**src/sv/bdc_pkg.sv**
```systemverilog
package bdc_pkg;

	localparam int CFG_INDEX_W = 3;
	localparam int CFG_DATA_W  = 16;

	localparam logic [CFG_INDEX_W-1:0] REG_TARGET_LEVEL     = 3'd0;
	localparam logic [CFG_INDEX_W-1:0] REG_RISE_STEP        = 3'd1;
	localparam logic [CFG_INDEX_W-1:0] REG_FALL_STEP        = 3'd2;
	localparam logic [CFG_INDEX_W-1:0] REG_SLOW_DIVISOR     = 3'd3;
	localparam logic [CFG_INDEX_W-1:0] REG_BOUNCE_TICKS     = 3'd4;
	localparam logic [CFG_INDEX_W-1:0] REG_HOLD_TICKS       = 3'd5;
	localparam logic [CFG_INDEX_W-1:0] REG_MIN_HIGH_PERCENT = 3'd6;

	localparam logic [15:0] RST_TARGET_LEVEL     = 16'hffff;
	localparam logic [7:0]  RST_RISE_STEP        = 8'd15;
	localparam logic [7:0]  RST_FALL_STEP        = 8'd50;
	localparam logic [7:0]  RST_SLOW_DIVISOR     = 8'd3;
	localparam logic [15:0] RST_BOUNCE_TICKS     = 16'd100;
	localparam logic [15:0] RST_HOLD_TICKS       = 16'd500;
	localparam logic [6:0]  RST_MIN_HIGH_PERCENT = 7'd80;

	localparam logic [15:0] LEVEL_MAX     = 16'hffff;
	localparam logic [15:0] COUNT_MAX     = 16'hffff;
	localparam logic [6:0]  PERCENT_SCALE = 7'd100;

	localparam logic [1:0] FLAGS_HIGH = 2'b01;
	localparam logic [1:0] FLAGS_ONCE = 2'b10;

	localparam int DIV_BITS_PER_CYCLE = 2;
	localparam int DIV_CYCLES         = 8 / DIV_BITS_PER_CYCLE;
	localparam int DIV_CNT_W          = $clog2(DIV_CYCLES);

	typedef enum logic [1:0] {
		EV_NONE,
		EV_HOLD,
		EV_RELEASE,
		EV_SHORT
	} key_event_t;

	typedef enum logic [2:0] {
		MODE_OFF,
		MODE_ON,
		MODE_RISE,
		MODE_FALL,
		MODE_HIGH,
		MODE_LOW
	} light_mode_t;

	typedef enum logic [2:0] {
		ST_IDLE,
		ST_READ,
		ST_QUAL,
		ST_DIV,
		ST_TICK
	} state_t;

	typedef struct packed {
		logic [1:0] channel;
		logic       pin_level;
	} item_t;

	typedef struct packed {
		logic [1:0]  channel_out;
		key_event_t  key_event;
		light_mode_t light_mode;
		logic        light_on;
		logic [15:0] brightness;
		logic [7:0]  duty;
	} result_t;

	typedef struct packed {
		light_mode_t mode;
		logic [15:0] level;
		logic [1:0]  flags;
		logic [15:0] tick;
		logic [15:0] high;
	} entry_t;

endpackage

```
**src/sv/bdc_ram.sv**
```systemverilog
module bdc_ram #(
	parameter int WIDTH = 8,
	parameter int DEPTH = 4
) (
	input  logic                                     clk,
	input  logic                                     we,
	input  logic [((DEPTH > 1) ? $clog2(DEPTH) : 1)-1:0] waddr,
	input  logic [WIDTH-1:0]                         wdata,
	input  logic                                     re,
	input  logic [((DEPTH > 1) ? $clog2(DEPTH) : 1)-1:0] raddr,
	output logic [WIDTH-1:0]                         rdata
);

	logic [WIDTH-1:0] mem [DEPTH];

	always_ff @(posedge clk) begin
		if (we) begin
			mem[waddr] <= wdata;
		end
		if (re) begin
			rdata <= mem[raddr];
		end
	end

endmodule

```
**src/sv/button_dimmer_channel_top.sv**
```systemverilog
// Push-button dimmer, one light per channel, state kept in a small RAM.
// item channel: one tick for one channel (channel, sampled pin_level).
// result channel: one item per tick: event, mode, on flag, 16-bit level, duty.
// cfg channel: register index and data, always ready; write only while idle.
// Each tick is a read-modify-write of the channel's RAM entry: read, qualify
// (counters and percent check), a 2-bit-per-cycle divider for the slow step,
// then the ramp and write-back. An item is taken only in IDLE, so the next
// item waits until the previous one has passed READ, QUAL, DIV and TICK.
// The result is loaded into the output register when TICK finds it free.
// The output register lets the next item be accepted while a result waits;
// a stalled receiver holds the block in the write-back step until the
// register frees up, so nothing is dropped.
// Reset clears the configuration to defaults and the per-entry valid bits;
// an entry never written reads as light off, level zero, counters zero.
// Ticks for a channel at or above NUM_CHANNELS change nothing and return a
// zero result carrying the channel number.
module button_dimmer_channel_top #(
	parameter int NUM_CHANNELS = 3
) (
	input  logic                             clk,
	input  logic                             arst_n,
	input  logic                             item_valid,
	output logic                             item_ready,
	input  bdc_pkg::item_t                   item,
	output logic                             result_valid,
	input  logic                             result_ready,
	output bdc_pkg::result_t                 result,
	input  logic                             cfg_valid,
	output logic                             cfg_ready,
	input  logic [bdc_pkg::CFG_INDEX_W-1:0]  cfg_index,
	input  logic [bdc_pkg::CFG_DATA_W-1:0]   cfg_data
);

	localparam int AW = (NUM_CHANNELS > 1) ? $clog2(NUM_CHANNELS) : 1;
	localparam int EW = $bits(bdc_pkg::entry_t);

	// configuration
	logic [15:0] target_level_q;
	logic [7:0]  rise_step_q;
	logic [7:0]  fall_step_q;
	logic [7:0]  slow_div_q;
	logic [15:0] bounce_ticks_q;
	logic [15:0] hold_ticks_q;
	logic [6:0]  min_pct_q;

	// control
	bdc_pkg::state_t             state_q, state_d;
	logic [bdc_pkg::DIV_CNT_W-1:0] div_cnt_q;
	logic [NUM_CHANNELS-1:0]     valid_q;
	logic                        res_valid_q;

	logic item_fire;
	logic out_free;
	logic ram_re, ram_we, res_load;
	logic chan_oor;

	// item context
	logic [1:0] chan_q;
	logic       pin_q;
	logic       oor_q;
	logic       vld_q;

	// RAM
	logic [AW-1:0] ram_raddr, ram_waddr;
	logic [EW-1:0] ram_rdata, ram_wdata;

	// read stage
	bdc_pkg::entry_t rd;
	logic [15:0] tick_inc, high_inc;
	logic [22:0] prod_high, prod_tick;
	bdc_pkg::entry_t ent_q;
	logic [15:0] tick_inc_q, high_inc_q;
	logic [22:0] prod_high_q, prod_tick_q;

	// qualify stage
	bdc_pkg::key_event_t  ev;
	bdc_pkg::light_mode_t mode_ev;
	logic [1:0]  flags_n;
	logic [15:0] tick_n, high_n;
	logic        hi;
	logic [7:0]  step_sel;
	bdc_pkg::key_event_t  ev_q;
	bdc_pkg::light_mode_t mode_ev_q;
	logic [1:0]  flags_n_q;
	logic [15:0] tick_n_q, high_n_q;

	// divider
	logic [7:0] div_rem_q, div_quo_q, divisor_q;
	logic [7:0] div_rem_d, div_quo_d;

	// tick stage
	logic [7:0]  dn_step, up_step;
	logic [15:0] dn_floor, up_top;
	logic        dn_snap, up_snap;
	logic [15:0] dn_val, up_val;
	logic [15:0] level_fin;
	bdc_pkg::light_mode_t mode_fin;
	bdc_pkg::entry_t wr_ent;
	bdc_pkg::result_t res_d, res_q;

	assign cfg_ready = 1'b1;

	always_ff @(posedge clk or negedge arst_n) begin
		if (!arst_n) begin
			target_level_q <= bdc_pkg::RST_TARGET_LEVEL;
			rise_step_q    <= bdc_pkg::RST_RISE_STEP;
			fall_step_q    <= bdc_pkg::RST_FALL_STEP;
			slow_div_q     <= bdc_pkg::RST_SLOW_DIVISOR;
			bounce_ticks_q <= bdc_pkg::RST_BOUNCE_TICKS;
			hold_ticks_q   <= bdc_pkg::RST_HOLD_TICKS;
			min_pct_q      <= bdc_pkg::RST_MIN_HIGH_PERCENT;
		end else if (cfg_valid && cfg_ready) begin
			case (cfg_index)
				bdc_pkg::REG_TARGET_LEVEL:     target_level_q <= cfg_data;
				bdc_pkg::REG_RISE_STEP:        rise_step_q    <= cfg_data[7:0];
				bdc_pkg::REG_FALL_STEP:        fall_step_q    <= cfg_data[7:0];
				bdc_pkg::REG_SLOW_DIVISOR:     slow_div_q     <= cfg_data[7:0];
				bdc_pkg::REG_BOUNCE_TICKS:     bounce_ticks_q <= cfg_data;
				bdc_pkg::REG_HOLD_TICKS:       hold_ticks_q   <= cfg_data;
				bdc_pkg::REG_MIN_HIGH_PERCENT: min_pct_q      <= cfg_data[6:0];
				default: ;
			endcase
		end
	end

	assign item_fire = item_valid && item_ready;
	assign out_free  = !res_valid_q || result_ready;
	assign chan_oor  = (32'(item.channel) >= NUM_CHANNELS);
	assign ram_raddr = AW'(item.channel);
	assign ram_waddr = AW'(chan_q);

	// next state
	always_comb begin
		state_d = state_q;
		case (state_q)
			bdc_pkg::ST_IDLE: begin
				if (item_fire) begin
					state_d = bdc_pkg::ST_READ;
				end
			end
			bdc_pkg::ST_READ: state_d = bdc_pkg::ST_QUAL;
			bdc_pkg::ST_QUAL: state_d = bdc_pkg::ST_DIV;
			bdc_pkg::ST_DIV: begin
				if (div_cnt_q == bdc_pkg::DIV_CNT_W'(bdc_pkg::DIV_CYCLES - 1)) begin
					state_d = bdc_pkg::ST_TICK;
				end
			end
			bdc_pkg::ST_TICK: begin
				if (out_free) begin
					state_d = bdc_pkg::ST_IDLE;
				end
			end
			default: state_d = bdc_pkg::ST_IDLE;
		endcase
	end

	// control outputs
	always_comb begin
		item_ready = 1'b0;
		res_load   = 1'b0;
		case (state_q)
			bdc_pkg::ST_IDLE: item_ready = 1'b1;
			bdc_pkg::ST_TICK: res_load   = out_free;
			default: ;
		endcase
		ram_re = item_fire;
		ram_we = res_load && !oor_q;
	end

	always_ff @(posedge clk or negedge arst_n) begin
		if (!arst_n) begin
			state_q     <= bdc_pkg::ST_IDLE;
			div_cnt_q   <= '0;
			valid_q     <= '0;
			res_valid_q <= 1'b0;
		end else begin
			state_q <= state_d;
			if (state_q == bdc_pkg::ST_QUAL) begin
				div_cnt_q <= '0;
			end else if (state_q == bdc_pkg::ST_DIV) begin
				div_cnt_q <= div_cnt_q + 1'b1;
			end
			if (ram_we) begin
				valid_q[ram_waddr] <= 1'b1;
			end
			if (res_load) begin
				res_valid_q <= 1'b1;
			end else if (result_ready) begin
				res_valid_q <= 1'b0;
			end
		end
	end

	bdc_ram #(
		.WIDTH(EW),
		.DEPTH(NUM_CHANNELS)
	) u_state_ram (
		.clk  (clk),
		.we   (ram_we),
		.waddr(ram_waddr),
		.wdata(ram_wdata),
		.re   (ram_re),
		.raddr(ram_raddr),
		.rdata(ram_rdata)
	);

	// read stage: increments and the products for the high-percent check
	always_comb begin
		rd        = vld_q ? bdc_pkg::entry_t'(ram_rdata) : '0;
		tick_inc  = (rd.tick != bdc_pkg::COUNT_MAX) ? rd.tick + 16'd1 : rd.tick;
		high_inc  = ((|(rd.flags & bdc_pkg::FLAGS_HIGH)) && pin_q &&
			(rd.high != bdc_pkg::COUNT_MAX)) ? rd.high + 16'd1 : rd.high;
		prod_high = 23'(high_inc) * 23'(bdc_pkg::PERCENT_SCALE);
		prod_tick = 23'(min_pct_q) * 23'(tick_inc);
	end

	// qualify: floor(h*100/t) < pct is the same as h*100 < pct*t
	always_comb begin
		hi      = |(ent_q.flags & bdc_pkg::FLAGS_HIGH);
		ev      = bdc_pkg::EV_NONE;
		flags_n = ent_q.flags;
		tick_n  = tick_inc_q;
		high_n  = high_inc_q;
		if (ent_q.tick == 16'd0) begin
			tick_n = ent_q.tick;
			high_n = ent_q.high;
			if (hi != pin_q) begin
				flags_n = pin_q ? bdc_pkg::FLAGS_HIGH : 2'b00;
				tick_n  = 16'd1;
				if (pin_q) begin
					high_n = 16'd1;
				end
			end
		end else if (tick_inc_q < bounce_ticks_q) begin
			ev = bdc_pkg::EV_NONE;
		end else if (tick_inc_q == bounce_ticks_q && hi && prod_high_q < prod_tick_q) begin
			tick_n = 16'd1;
			high_n = 16'd1;
		end else if (!hi) begin
			ev     = (|(ent_q.flags & bdc_pkg::FLAGS_ONCE)) ? bdc_pkg::EV_NONE
				: bdc_pkg::EV_RELEASE;
			tick_n = 16'd0;
			high_n = 16'd0;
		end else if (!pin_q) begin
			ev      = bdc_pkg::EV_SHORT;
			flags_n = bdc_pkg::FLAGS_ONCE;
			tick_n  = 16'd1;
			high_n  = 16'd0;
		end else if (tick_inc_q >= hold_ticks_q) begin
			ev     = bdc_pkg::EV_HOLD;
			tick_n = 16'd0;
			high_n = 16'd0;
		end

		mode_ev = ent_q.mode;
		case (ev)
			bdc_pkg::EV_SHORT: begin
				mode_ev = (ent_q.mode == bdc_pkg::MODE_OFF) ? bdc_pkg::MODE_ON
					: bdc_pkg::MODE_OFF;
			end
			bdc_pkg::EV_HOLD: begin
				if (ent_q.mode == bdc_pkg::MODE_OFF || ent_q.mode == bdc_pkg::MODE_LOW) begin
					mode_ev = bdc_pkg::MODE_RISE;
				end else if (ent_q.mode == bdc_pkg::MODE_ON ||
					ent_q.mode == bdc_pkg::MODE_HIGH) begin
					mode_ev = bdc_pkg::MODE_FALL;
				end
			end
			bdc_pkg::EV_RELEASE: begin
				if (ent_q.mode == bdc_pkg::MODE_RISE) begin
					mode_ev = bdc_pkg::MODE_HIGH;
				end else if (ent_q.mode == bdc_pkg::MODE_FALL) begin
					mode_ev = bdc_pkg::MODE_LOW;
				end
			end
			default: ;
		endcase

		step_sel = (mode_ev == bdc_pkg::MODE_RISE) ? rise_step_q : fall_step_q;
	end

	// restoring divider, two quotient bits per cycle
	always_comb begin
		logic [8:0] rem_sh;
		div_rem_d = div_rem_q;
		div_quo_d = div_quo_q;
		for (int i = 0; i < bdc_pkg::DIV_BITS_PER_CYCLE; i++) begin
			rem_sh    = {div_rem_d, div_quo_d[7]};
			div_quo_d = {div_quo_d[6:0], 1'b0};
			if (rem_sh >= {1'b0, divisor_q}) begin
				rem_sh       = rem_sh - {1'b0, divisor_q};
				div_quo_d[0] = 1'b1;
			end
			div_rem_d = rem_sh[7:0];
		end
	end

	// tick: ramp the level toward its floor or ceiling
	always_comb begin
		dn_step  = fall_step_q;
		dn_floor = 16'd0;
		up_step  = rise_step_q;
		up_top   = bdc_pkg::LEVEL_MAX;
		case (mode_ev_q)
			bdc_pkg::MODE_ON: begin
				dn_step  = rise_step_q;
				dn_floor = target_level_q;
				up_top   = target_level_q;
			end
			bdc_pkg::MODE_RISE: up_step = div_quo_q;
			bdc_pkg::MODE_FALL: dn_step = div_quo_q;
			default: ;
		endcase

		dn_snap = (dn_floor >= 16'(dn_step)) ||
			((17'(dn_floor) + 17'(dn_step)) >= 17'(ent_q.level));
		dn_val  = dn_snap ? dn_floor : ent_q.level - 16'(dn_step);
		up_snap = (up_top <= 16'(up_step)) || ((up_top - 16'(up_step)) <= ent_q.level);
		up_val  = up_snap ? up_top : ent_q.level + 16'(up_step);

		level_fin = ent_q.level;
		mode_fin  = mode_ev_q;
		case (mode_ev_q)
			bdc_pkg::MODE_OFF: level_fin = dn_val;
			bdc_pkg::MODE_ON: begin
				if (ent_q.level > target_level_q) begin
					level_fin = dn_val;
				end else if (ent_q.level < target_level_q) begin
					level_fin = up_val;
				end
			end
			bdc_pkg::MODE_RISE: begin
				level_fin = up_val;
				if (up_snap) begin
					mode_fin = bdc_pkg::MODE_HIGH;
				end
			end
			bdc_pkg::MODE_FALL: begin
				level_fin = dn_val;
				if (dn_snap) begin
					mode_fin = bdc_pkg::MODE_OFF;
				end
			end
			default: ;
		endcase

		wr_ent.mode  = mode_fin;
		wr_ent.level = level_fin;
		wr_ent.flags = flags_n_q;
		wr_ent.tick  = tick_n_q;
		wr_ent.high  = high_n_q;

		res_d = '0;
		res_d.channel_out = chan_q;
		if (!oor_q) begin
			res_d.key_event  = ev_q;
			res_d.light_mode = mode_fin;
			res_d.light_on   = (mode_fin != bdc_pkg::MODE_OFF);
			res_d.brightness = level_fin;
			res_d.duty       = level_fin[15:8];
		end
	end

	assign ram_wdata = wr_ent;

	always_ff @(posedge clk) begin
		if (item_fire) begin
			chan_q <= item.channel;
			pin_q  <= item.pin_level;
			oor_q  <= chan_oor;
			vld_q  <= !chan_oor && valid_q[ram_raddr];
		end
		if (state_q == bdc_pkg::ST_READ) begin
			ent_q       <= rd;
			tick_inc_q  <= tick_inc;
			high_inc_q  <= high_inc;
			prod_high_q <= prod_high;
			prod_tick_q <= prod_tick;
		end
		if (state_q == bdc_pkg::ST_QUAL) begin
			ev_q      <= ev;
			mode_ev_q <= mode_ev;
			flags_n_q <= flags_n;
			tick_n_q  <= tick_n;
			high_n_q  <= high_n;
			div_rem_q <= '0;
			div_quo_q <= step_sel;
			divisor_q <= (slow_div_q == 8'd0) ? 8'd1 : slow_div_q;
		end
		if (state_q == bdc_pkg::ST_DIV) begin
			div_rem_q <= div_rem_d;
			div_quo_q <= div_quo_d;
		end
		if (res_load) begin
			res_q <= res_d;
		end
	end

	assign result_valid = res_valid_q;
	assign result       = res_q;

endmodule

```
**config.mk**
```make
export PLATFORM = sky130hd
export DESIGN_NAME = button_dimmer_channel_top
export DESIGN_NICKNAME = d
export VERILOG_FILES = /design/src/sv/bdc_pkg.sv /design/src/sv/bdc_ram.sv /design/src/sv/button_dimmer_channel_top.sv
export SDC_FILE = /design/constraint.sdc
export NUM_CORES = 1
export LEC_CHECK = 0
export BUFFER_PORTS_ARGS = -buffer_cell sky130_fd_sc_hd__buf_2
export CAP_MARGIN = 20
export CORE_MARGIN = 4
export CORE_UTILIZATION = 60
export DETAILED_ROUTE_END_ITERATION = 10
export PLACE_DENSITY = 0.78
export SLEW_MARGIN = 20
export SYNTH_ARGS = -nofsm -noshare
export SYNTH_HDL_FRONTEND = slang
export SYNTH_SLANG_ARGS = --single-unit
```
**constraint.sdc**
```tcl
create_clock -name clk -period 11.7 [get_ports clk]
set_input_delay 0.585 -clock clk [delete_from_list [all_inputs] [get_ports clk]]
set_output_delay 0.585 -clock clk [all_outputs]
set_load 0.01 [all_outputs]
```
=== Word level (Yosys, flattened, before mapping) ===
Memory sizes are Yosys's and may differ from the RTL's. A register that Yosys moved wholly into a read port is not among the register bits.
Cells that the tools add are included.

* Bits in registers: 317
* Bits in latches: 0
* RAM bits: 159
* Memory bits (read-only): 0
* Input bits: 27
* Output and inout port bits: 35
* Word-level logic and storage cells: 206
* Memories kept: 1

* Add/subtract/negate cells: 9
* $mul: 2
* Divide/modulo/power cells: 0
* Order comparisons: 15
* Equality and inequality tests: 30
* Shift-type cells: 0
* Mux-type cells: 75
* Bitwise logic cells: 1
* Reductions and logical operators: 34

{| class="wikitable"
|+ Memory list
! memory !! words !! bits a word !! rd ports !! clocked after Yosys merged registers in !! wr ports !! RTL line !! text
|-
| u_state_ram.mem || 3 || 53 || 1 || 1 || 1 || bdc_ram.sv:14 || <nowiki>logic [WIDTH-1:0] mem [DEPTH];</nowiki>
|}

{| class="wikitable"
|+ Operators with widths
! operator !! count
|-
| 2-to-1 mux 16 bit || 23
|-
| 2-to-1 mux 8 bit || 8
|-
| case mux 16 bit (3 select lines) || 1
|-
| 2-to-1 mux 33 bit || 1
|-
| adder 16 x 1 -> 16 bit, second input constant || 2
|-
| less-than comparator 16 bit || 2
|-
| inequality test 16 bit, second input constant || 2
|-
| subtractor 16 x 8 -> 16 bit || 2
|-
| 2-to-1 mux 2 bit || 14
|-
| equality test 3 x 2 -> 1 bit, second input constant || 9
|-
| 2-to-1 mux 3 bit || 9
|-
| less-than comparator 23 bit || 1
|-
| multiplier 7 x 16 -> 23 bit || 1
|-
| multiplier 16 x 5 -> 21 bit, second input constant || 1
|-
| equality test 3 bit, second input constant || 6
|-
| >= comparator 9 x 8 -> 1 bit || 2
|-
| adder 16 x 8 -> 17 bit || 1
|-
| >= comparator 17 x 16 -> 1 bit || 1
|-
| adder 16 x 8 -> 16 bit || 1
|-
| equality test 16 bit || 1
|-
| >= comparator 16 bit || 1
|-
| >= comparator 16 x 8 -> 1 bit || 1
|-
| > comparator 16 bit || 1
|-
| <= comparator 16 bit || 1
|-
| 30 further kinds || 74
|}

=== Longest topological paths before layout ===
* Depth in word-level cells: 13
* Depth in mapped cells: 29
* Gate-level depth less buffers: 26

=== Cells and area by module ===
From an unflattened synthesis, not the netlist that was laid out.

* Cell total of the unflattened synthesis: 2822
* Area, all modules: 31520.2 sq um

{| class="wikitable"
|+ By module, submodules not included
! module !! instances !! cells each !! area an instance (sq um) !! sequential area each (sq um)
|-
| button_dimmer_channel_top || 1 || 2430 || 23958.0 || 8793.4
|-
| bdc_ram || 1 || 392 || 7562.3 || 6366.1
|}

=== Least setup slack after synthesis ===
Ideal clock, no wire load.

* Path type: register to register
* Start point: register state_q[0]
* End point: register ent_q[0] (netlist bit) (enable)
* Setup time: 791 ps
* Arrival: 9697 ps
* Required time: 10909 ps
* Path slack: 1212 ps
* Stages on the path, launching flop included: 3
* Buffers on the path: 1
* Clock period less this slack: 10488 ps
* Cell sequence: dfrtp_1 clkbuf_1 nor3b_1

* Cells in the longest elaborated chain, start to end: 1

{| class="wikitable"
|+ Ends and longest elaborated chain
! item !! RTL line !! text
|-
| start: declaration || button_dimmer_channel_top.sv:47 || <nowiki>bdc_pkg::state_t state_q, state_d;</nowiki>
|-
| start signal: assignment || button_dimmer_channel_top.sv:172 || <nowiki>state_q <= bdc_pkg::ST_IDLE;</nowiki>
|-
| start signal: assignment || button_dimmer_channel_top.sv:177 || <nowiki>state_q <= state_d;</nowiki>
|-
| equality test 3 x 1 -> 1 bit || button_dimmer_channel_top.sv:373 || <nowiki>if (state_q == bdc_pkg::ST_READ) begin</nowiki>
|-
| end signal: assignment || button_dimmer_channel_top.sv:374 || <nowiki>ent_q <= rd;</nowiki>
|-
| end: declaration || button_dimmer_channel_top.sv:71 || <nowiki>bdc_pkg::entry_t ent_q;</nowiki>
|}

No other way between the ends.
A chain may end at the register's enable or synchronous reset.

=== Final worst setup path ===
* Start point: register mode_ev_q[0]
* End point: register res_q, in the netlist result[16] (data pin)

* Cells in the longest elaborated chain, start to end: 9
* Elaborated cells between the ends (all ways): 24
* Classes of those cells: 4 x add/sub; 4 x order compare; 3 x eq/ne; 9 x mux; 4 x reduce/logical

{| class="wikitable"
|+ Ends and longest elaborated chain
! item !! RTL line !! text
|-
| start: declaration || button_dimmer_channel_top.sv:83 || <nowiki>bdc_pkg::light_mode_t mode_ev_q;</nowiki>
|-
| start signal: assignment || button_dimmer_channel_top.sv:382 || <nowiki>mode_ev_q <= mode_ev;</nowiki>
|-
| equality test 3 x 1 -> 1 bit / equality test 3 x 2 -> 1 bit (equally long branches) || button_dimmer_channel_top.sv:304, button_dimmer_channel_top.sv:323 ||
|-
| 2-to-1 mux 16 bit / 2-to-1 mux 8 bit (equally long branches) || button_dimmer_channel_top.sv:304 || <nowiki>case (mode_ev_q)</nowiki>
|-
| subtractor 16 x 8 -> 16 bit || button_dimmer_channel_top.sv:318 || <nowiki>up_snap = (up_top <= 16'(up_step)) || ((up_top - 16'(up_step)) <= ent_q.level);</nowiki>
|-
| <= comparator 16 bit || button_dimmer_channel_top.sv:318 ||
|-
| logical OR 1 bit || button_dimmer_channel_top.sv:318 ||
|-
| 2-to-1 mux 16 bit || button_dimmer_channel_top.sv:319 || <nowiki>up_val = up_snap ? up_top : ent_q.level + 16'(up_step);</nowiki>
|-
| 2-to-1 mux 16 bit || button_dimmer_channel_top.sv:328 || <nowiki>end else if (ent_q.level < target_level_q) begin</nowiki>
|-
| 2-to-1 mux 16 bit || button_dimmer_channel_top.sv:326 || <nowiki>if (ent_q.level > target_level_q) begin</nowiki>
|-
| case mux 16 bit (3 select lines) (*) || button_dimmer_channel_top.sv:323 || <nowiki>case (mode_ev_q)</nowiki>
|-
| via level_fin[8] || button_dimmer_channel_top.sv:96 || <nowiki>logic [15:0] level_fin;</nowiki>
|-
| end signal: assignment || button_dimmer_channel_top.sv:395 || <nowiki>res_q <= res_d;</nowiki>
|-
| end: declaration || button_dimmer_channel_top.sv:99 || <nowiki>bdc_pkg::result_t res_d, res_q;</nowiki>
|}

The timed path passes the listed nets; every way through them passes the cells marked *.

==> impl_metrics.xml <==
<?xml version="1.0" encoding="UTF-8"?>
<metrics>
  <group name="timing">
    <metric name="hold_violations" unit="">0</metric>
    <metric name="finalClockSkew" unit="ns">0.0199</metric>
    <metric name="grt_setup_unrepaired" unit="">no</metric>
    <metric name="achievable-frequency" unit="GHz">0.126</metric>
    <metric name="transition_time_of_the_tightest_slew_check_pin" unit="ns">1.13</metric>
    <metric name="timing.final.crit_period" unit="ns">7.93</metric>
    <metric name="fin_hold_ws" unit="ns">0.191</metric>
    <metric name="timing_max_transition_violations_final" unit="">0</metric>
    <metric name="finalCritPeriodShare" unit="%">67.7</metric>
    <metric name="finalSetupViolCount" unit="">0</metric>
    <metric name="worst_slew_margin_rel" unit="%">24.9</metric>
    <metric name="finalSetupTns" unit="ns">0</metric>
  </group>
  <group name="finish">
    <metric name="final.fill_count" unit="">3820</metric>
    <metric name="drive_above_1_share" unit="%">11.4</metric>
    <metric name="nNetsFinal" unit="">3235</metric>
    <metric name="synthToLayoutAreaGrowth" unit="%">8.75</metric>
    <metric name="finalNonFillerCells" unit="">3594</metric>
    <metric name="antenna_cells_inserted" unit="">0</metric>
  </group>
  <group name="synth">
    <metric name="post_synth_inst_count" unit="">2831</metric>
    <metric name="synthesis.nets" unit="">3196</metric>
    <metric name="synth.avg_cell_area" unit="sq um">11.2</metric>
    <metric name="ys_seq_elements" unit="">518</metric>
    <metric name="synth_top_cell_area_share" unit="%">40.9</metric>
    <metric name="synth_async_sr_flop_share" unit="%">17.0</metric>
    <metric name="largest_family_of_logic_cells_by_synthesized_area" unit="">adder cells</metric>
    <metric name="synth_largest_area_cell" unit="">sky130_fd_sc_hd__edfxtp_1</metric>
    <metric name="synthesis.yosys.warnings" unit="">0</metric>
    <metric name="netlist-cell-type-count" unit="">99</metric>
    <metric name="synth_xor_xnor_area_share" unit="%">3.02</metric>
    <metric name="synth-edff-count" unit="">430</metric>
    <metric name="synth_compound_gate_area_share" unit="%">10.4</metric>
    <metric name="synth_mux_area_share" unit="%">5.32</metric>
    <metric name="synth.yosys.seq_area_share" unit="%">48.0</metric>
    <metric name="synth_adder_area_share" unit="%">15.5</metric>
    <metric name="postSynth.topFlopCell" unit="">sky130_fd_sc_hd__edfxtp_1</metric>
    <metric name="synthesized_cell_area" unit="sq um">31600</metric>
    <metric name="ys_top_cells_by_area" unit="">sky130_fd_sc_hd__edfxtp_1 (41%), sky130_fd_sc_hd__ha_1 (10%), sky130_fd_sc_hd__fa_1 (5.4%)</metric>
    <metric name="synth_simple_gate_area_share" unit="%">12.8</metric>
  </group>
  <group name="global_routing">
    <metric name="grt_pass1_wl" unit="um">126000</metric>
    <metric name="grt_pass1_vias" unit="">22900</metric>
    <metric name="global_router_s_overall_resource_usage" unit="%">28.4</metric>
    <metric name="overflow" unit="">0</metric>
    <metric name="initial_antenna_violation_count" unit="">0</metric>
    <metric name="grt_start_max_net_pins" unit="">83</metric>
  </group>
  <group name="worst_setup_path">
    <metric name="required" unit="ns">12.06</metric>
    <metric name="critical_path.top_delay_family" unit="">compound AO/OA/AOI/OAI gates</metric>
    <metric name="path_buf_inv" unit="">3</metric>
    <metric name="criticalPathCategory" unit="">flip-flop to flip-flop</metric>
    <metric name="timing.critical_path.arrival" unit="ns">8.29</metric>
    <metric name="crit_path_end_kind" unit="">flip-flop</metric>
    <metric name="cp_max_fo" unit="">20</metric>
    <metric name="start_kind" unit="">flip-flop</metric>
    <metric name="critPathSlowestCell" unit="">sky130_fd_sc_hd__nand2_1</metric>
    <metric name="critPathMaxStageDelay" unit="ns">0.68</metric>
  </group>
  <group name="power_and_ir_drop">
    <metric name="power_switching_share" unit="%">37.7</metric>
    <metric name="power.density" unit="nW/um^2">218</metric>
    <metric name="comb_power_share" unit="%">40.4</metric>
    <metric name="vdd.ir_drop.worst" unit="uV">120</metric>
    <metric name="netSwitchingPower" unit="uW">2830</metric>
    <metric name="power.share.clock" unit="%">23.4</metric>
    <metric name="share_seq_of_total_power" unit="%">36.2</metric>
    <metric name="finalPower" unit="uW">7500</metric>
    <metric name="cellLeakagePower" unit="uW">0.0143</metric>
    <metric name="p_int" unit="uW">4680</metric>
  </group>
  <group name="placed_design">
    <metric name="dpl.hpwl" unit="um">58600</metric>
    <metric name="io_buffers" unit="">60</metric>
    <metric name="finalWeightedCongestion" unit="">0.995</metric>
    <metric name="placed_cells" unit="">3494</metric>
  </group>
  <group name="clock_network">
    <metric name="cts_root_buffer" unit="">sky130_fd_sc_hd__clkbuf_16</metric>
    <metric name="tritoncts" unit="">built</metric>
    <metric name="clk-insertion-delay-late" unit="ns">0.61</metric>
    <metric name="clock_sinks" unit="">518</metric>
    <metric name="clock_tree.buffer_depth" unit="">3</metric>
    <metric name="numCtsBuffers" unit="">53</metric>
    <metric name="number_of_resized_instances_in_the_post_cts_repair_step" unit="">0</metric>
    <metric name="cts.clk_slew.worst_paths" unit="ns">0.06</metric>
    <metric name="cts-htree-levels" unit="">2</metric>
  </group>
  <group name="floorplanning">
    <metric name="floorplan.initialDensity" unit="%">61.1</metric>
    <metric name="io-pin-count" unit="">62</metric>
    <metric name="core_region_area" unit="sq um">51700</metric>
    <metric name="core.rowCount" unit="">83</metric>
    <metric name="die_w" unit="um">238</metric>
    <metric name="fp.dieH" unit="um">238</metric>
    <metric name="die_area" unit="sq um">56400</metric>
  </group>
  <group name="route">
    <metric name="detailedRoute.firstIterationViolations" unit="">1716</metric>
    <metric name="wirelength" unit="um">80200</metric>
    <metric name="route.detailed.wl_per_inst" unit="um">22.3</metric>
    <metric name="vias_per_cell" unit="">6.17</metric>
    <metric name="postRouteAntennaNets" unit="">0</metric>
    <metric name="firstDrtPassIters" unit="">6</metric>
    <metric name="drc_errors" unit="">0</metric>
    <metric name="vias" unit="">22200</metric>
  </group>
  <group name="hold_path">
    <metric name="hold_class" unit="">input pin to flip-flop</metric>
  </group>
  <group name="run_status">
    <metric name="run_status" unit="">finished, final reports clean</metric>
  </group>
  <group name="flow_run">
    <metric name="number_of_violations_of_the_max_capacitance_limit" unit="">0</metric>
  </group>
</metrics>
## flip-flops by register name, summed over array words and instances, names as in the netlist, 16 cells and up
signal	count
u_state_ram.mem	159
hold_ticks_q	16
prod_high_q	18
ent_q	53
target_level_q	16
tick_inc_q	16
bounce_ticks_q	16
tick_n_q	16
prod_tick_q	23
result	24
u_state_ram.rdata	53
high_n_q	16
high_inc_q	16
## worst paths after layout
kind / startpoint / to / slack, ns / cells after the start
setup / recovery: mode_ev_q[0]$_DFFE_PP_ / result[16]$_SDFFCE_PP0P_ / 3.77 / 26
hold / removal: item[0] / pin_q$_DFFE_PP_ / 0.19 / 1
setup reg to reg: mode_ev_q[0]$_DFFE_PP_ / result[16]$_SDFFCE_PP0P_ / 3.77 / 26
hold reg to reg: high_n_q[10]$_DFFE_PP_ / u_state_ram.mem[1][10]$_DFFE_PP_ / 0.47 / 0
max in group asynchronous: arst_n / fall_step_q[2]$_DFFE_PN0P_ / 10.38 / 3
min in group asynchronous: arst_n / min_pct_q[3]$_DFFE_PN0P_ / 0.34 / 2
## layout make-up
class                           instances  area (sq um)  area share [%]
Multi-Input combinational cell       1927         14900            43.5
Timing Repair Buffer                   89           529            1.54
Tap cell                              680           851            2.48
Clock buffer                           58          1360            3.94
Inverter                              281          1050            3.07
Sequential cell                       518         15200            44.1
Clock inverter                         41           472            1.37
## placed cells by master, fill, tap and decap left out, drive strengths merged, types with 30 or more instances in the layout
| cell | synthesis | final |
|---|---|---|
| xnor2 | 85 | 85 |
| ha | 252 | 252 |
| o21ai | 173 | 173 |
| a21oi | 103 | 103 |
| dfstp | 36 | 36 |
| inv | 279 | 284 |
| nand2 | 267 | 267 |
| a21o | 30 | 30 |
| clkbuf | 68 | 58 |
| dfrtp | 52 | 52 |
| nor2 | 141 | 141 |
| nand3 | 52 | 52 |
| edfxtp | 430 | 430 |
| buf | 37 | 88 |
| nand4 | 33 | 33 |
| mux2 | 72 | 72 |
| and2 | 142 | 142 |
| mux2i | 85 | 85 |
| nor3 | 51 | 51 |
| fa | 86 | 86 |
## layer usage
metal  vias to the layer above  share of wire, %  track usage (%)
li1                      10100                 -                -
met1                     11000                40             36.0
met2                       797                49             49.0
met3                       241               5.3             3.60
met4                         0               5.0             13.1
met5                         -                 0                0
## cells in the mapped netlist, types with 30 or more instances
master and count:
sky130_fd_sc_hd__a21o_1 30, sky130_fd_sc_hd__edfxtp_1 430, sky130_fd_sc_hd__nand4_1 33, sky130_fd_sc_hd__mux2_2 70
sky130_fd_sc_hd__clkbuf_1 68, sky130_fd_sc_hd__dfstp_2 36, sky130_fd_sc_hd__nor2_1 139, sky130_fd_sc_hd__mux2i_1 84
sky130_fd_sc_hd__ha_1 252, sky130_fd_sc_hd__fa_1 86, sky130_fd_sc_hd__o21ai_0 169, sky130_fd_sc_hd__inv_1 277
sky130_fd_sc_hd__nand2_1 266, sky130_fd_sc_hd__and2_1 140, sky130_fd_sc_hd__nor3_1 50, sky130_fd_sc_hd__dfrtp_1 52
sky130_fd_sc_hd__a21oi_1 102, sky130_fd_sc_hd__nand3_1 52, sky130_fd_sc_hd__xnor2_1 85
## stage by stage
stage	worst slack (ns)	area [sq um]	util (%)
global route	3.26	34400	66.5
CTS	3.98	34400	66.4
finish	3.77	34400	66.5
floorplan	1.21	31600	-
detailed placement	4.01	32500	62.9
global placement	4.12	32500	62.9
## power groups by stage
stage                     logic [uW]  clock network [uW]  registers, uW
final                           3030                1760           2720
after global routing            3380                1870           2740
after global placement          2880                   0           2730
after detailed placement        2980                   0           2750
after CTS                       3010                1780           2710
after floorplan                 2270                   0           2650
## logic make-up after synthesis
group,after synthesis
adders and majority gates,340
buffers and inverters,386
muxes,157
DFF,518
AOI/OAI and AO/OA,502
other,1
xor gates and xnor gates,109
and+or+nand+nor,818
## repair_timing
| item | in CTS | in global routing |
|---|---|---|
| endpoints found under the hold margin | 6 | 0 |
| hold buffers | 1 | 0 |
| setup buffers | 0 | 0 |
(Power assumes the default switching activity.)
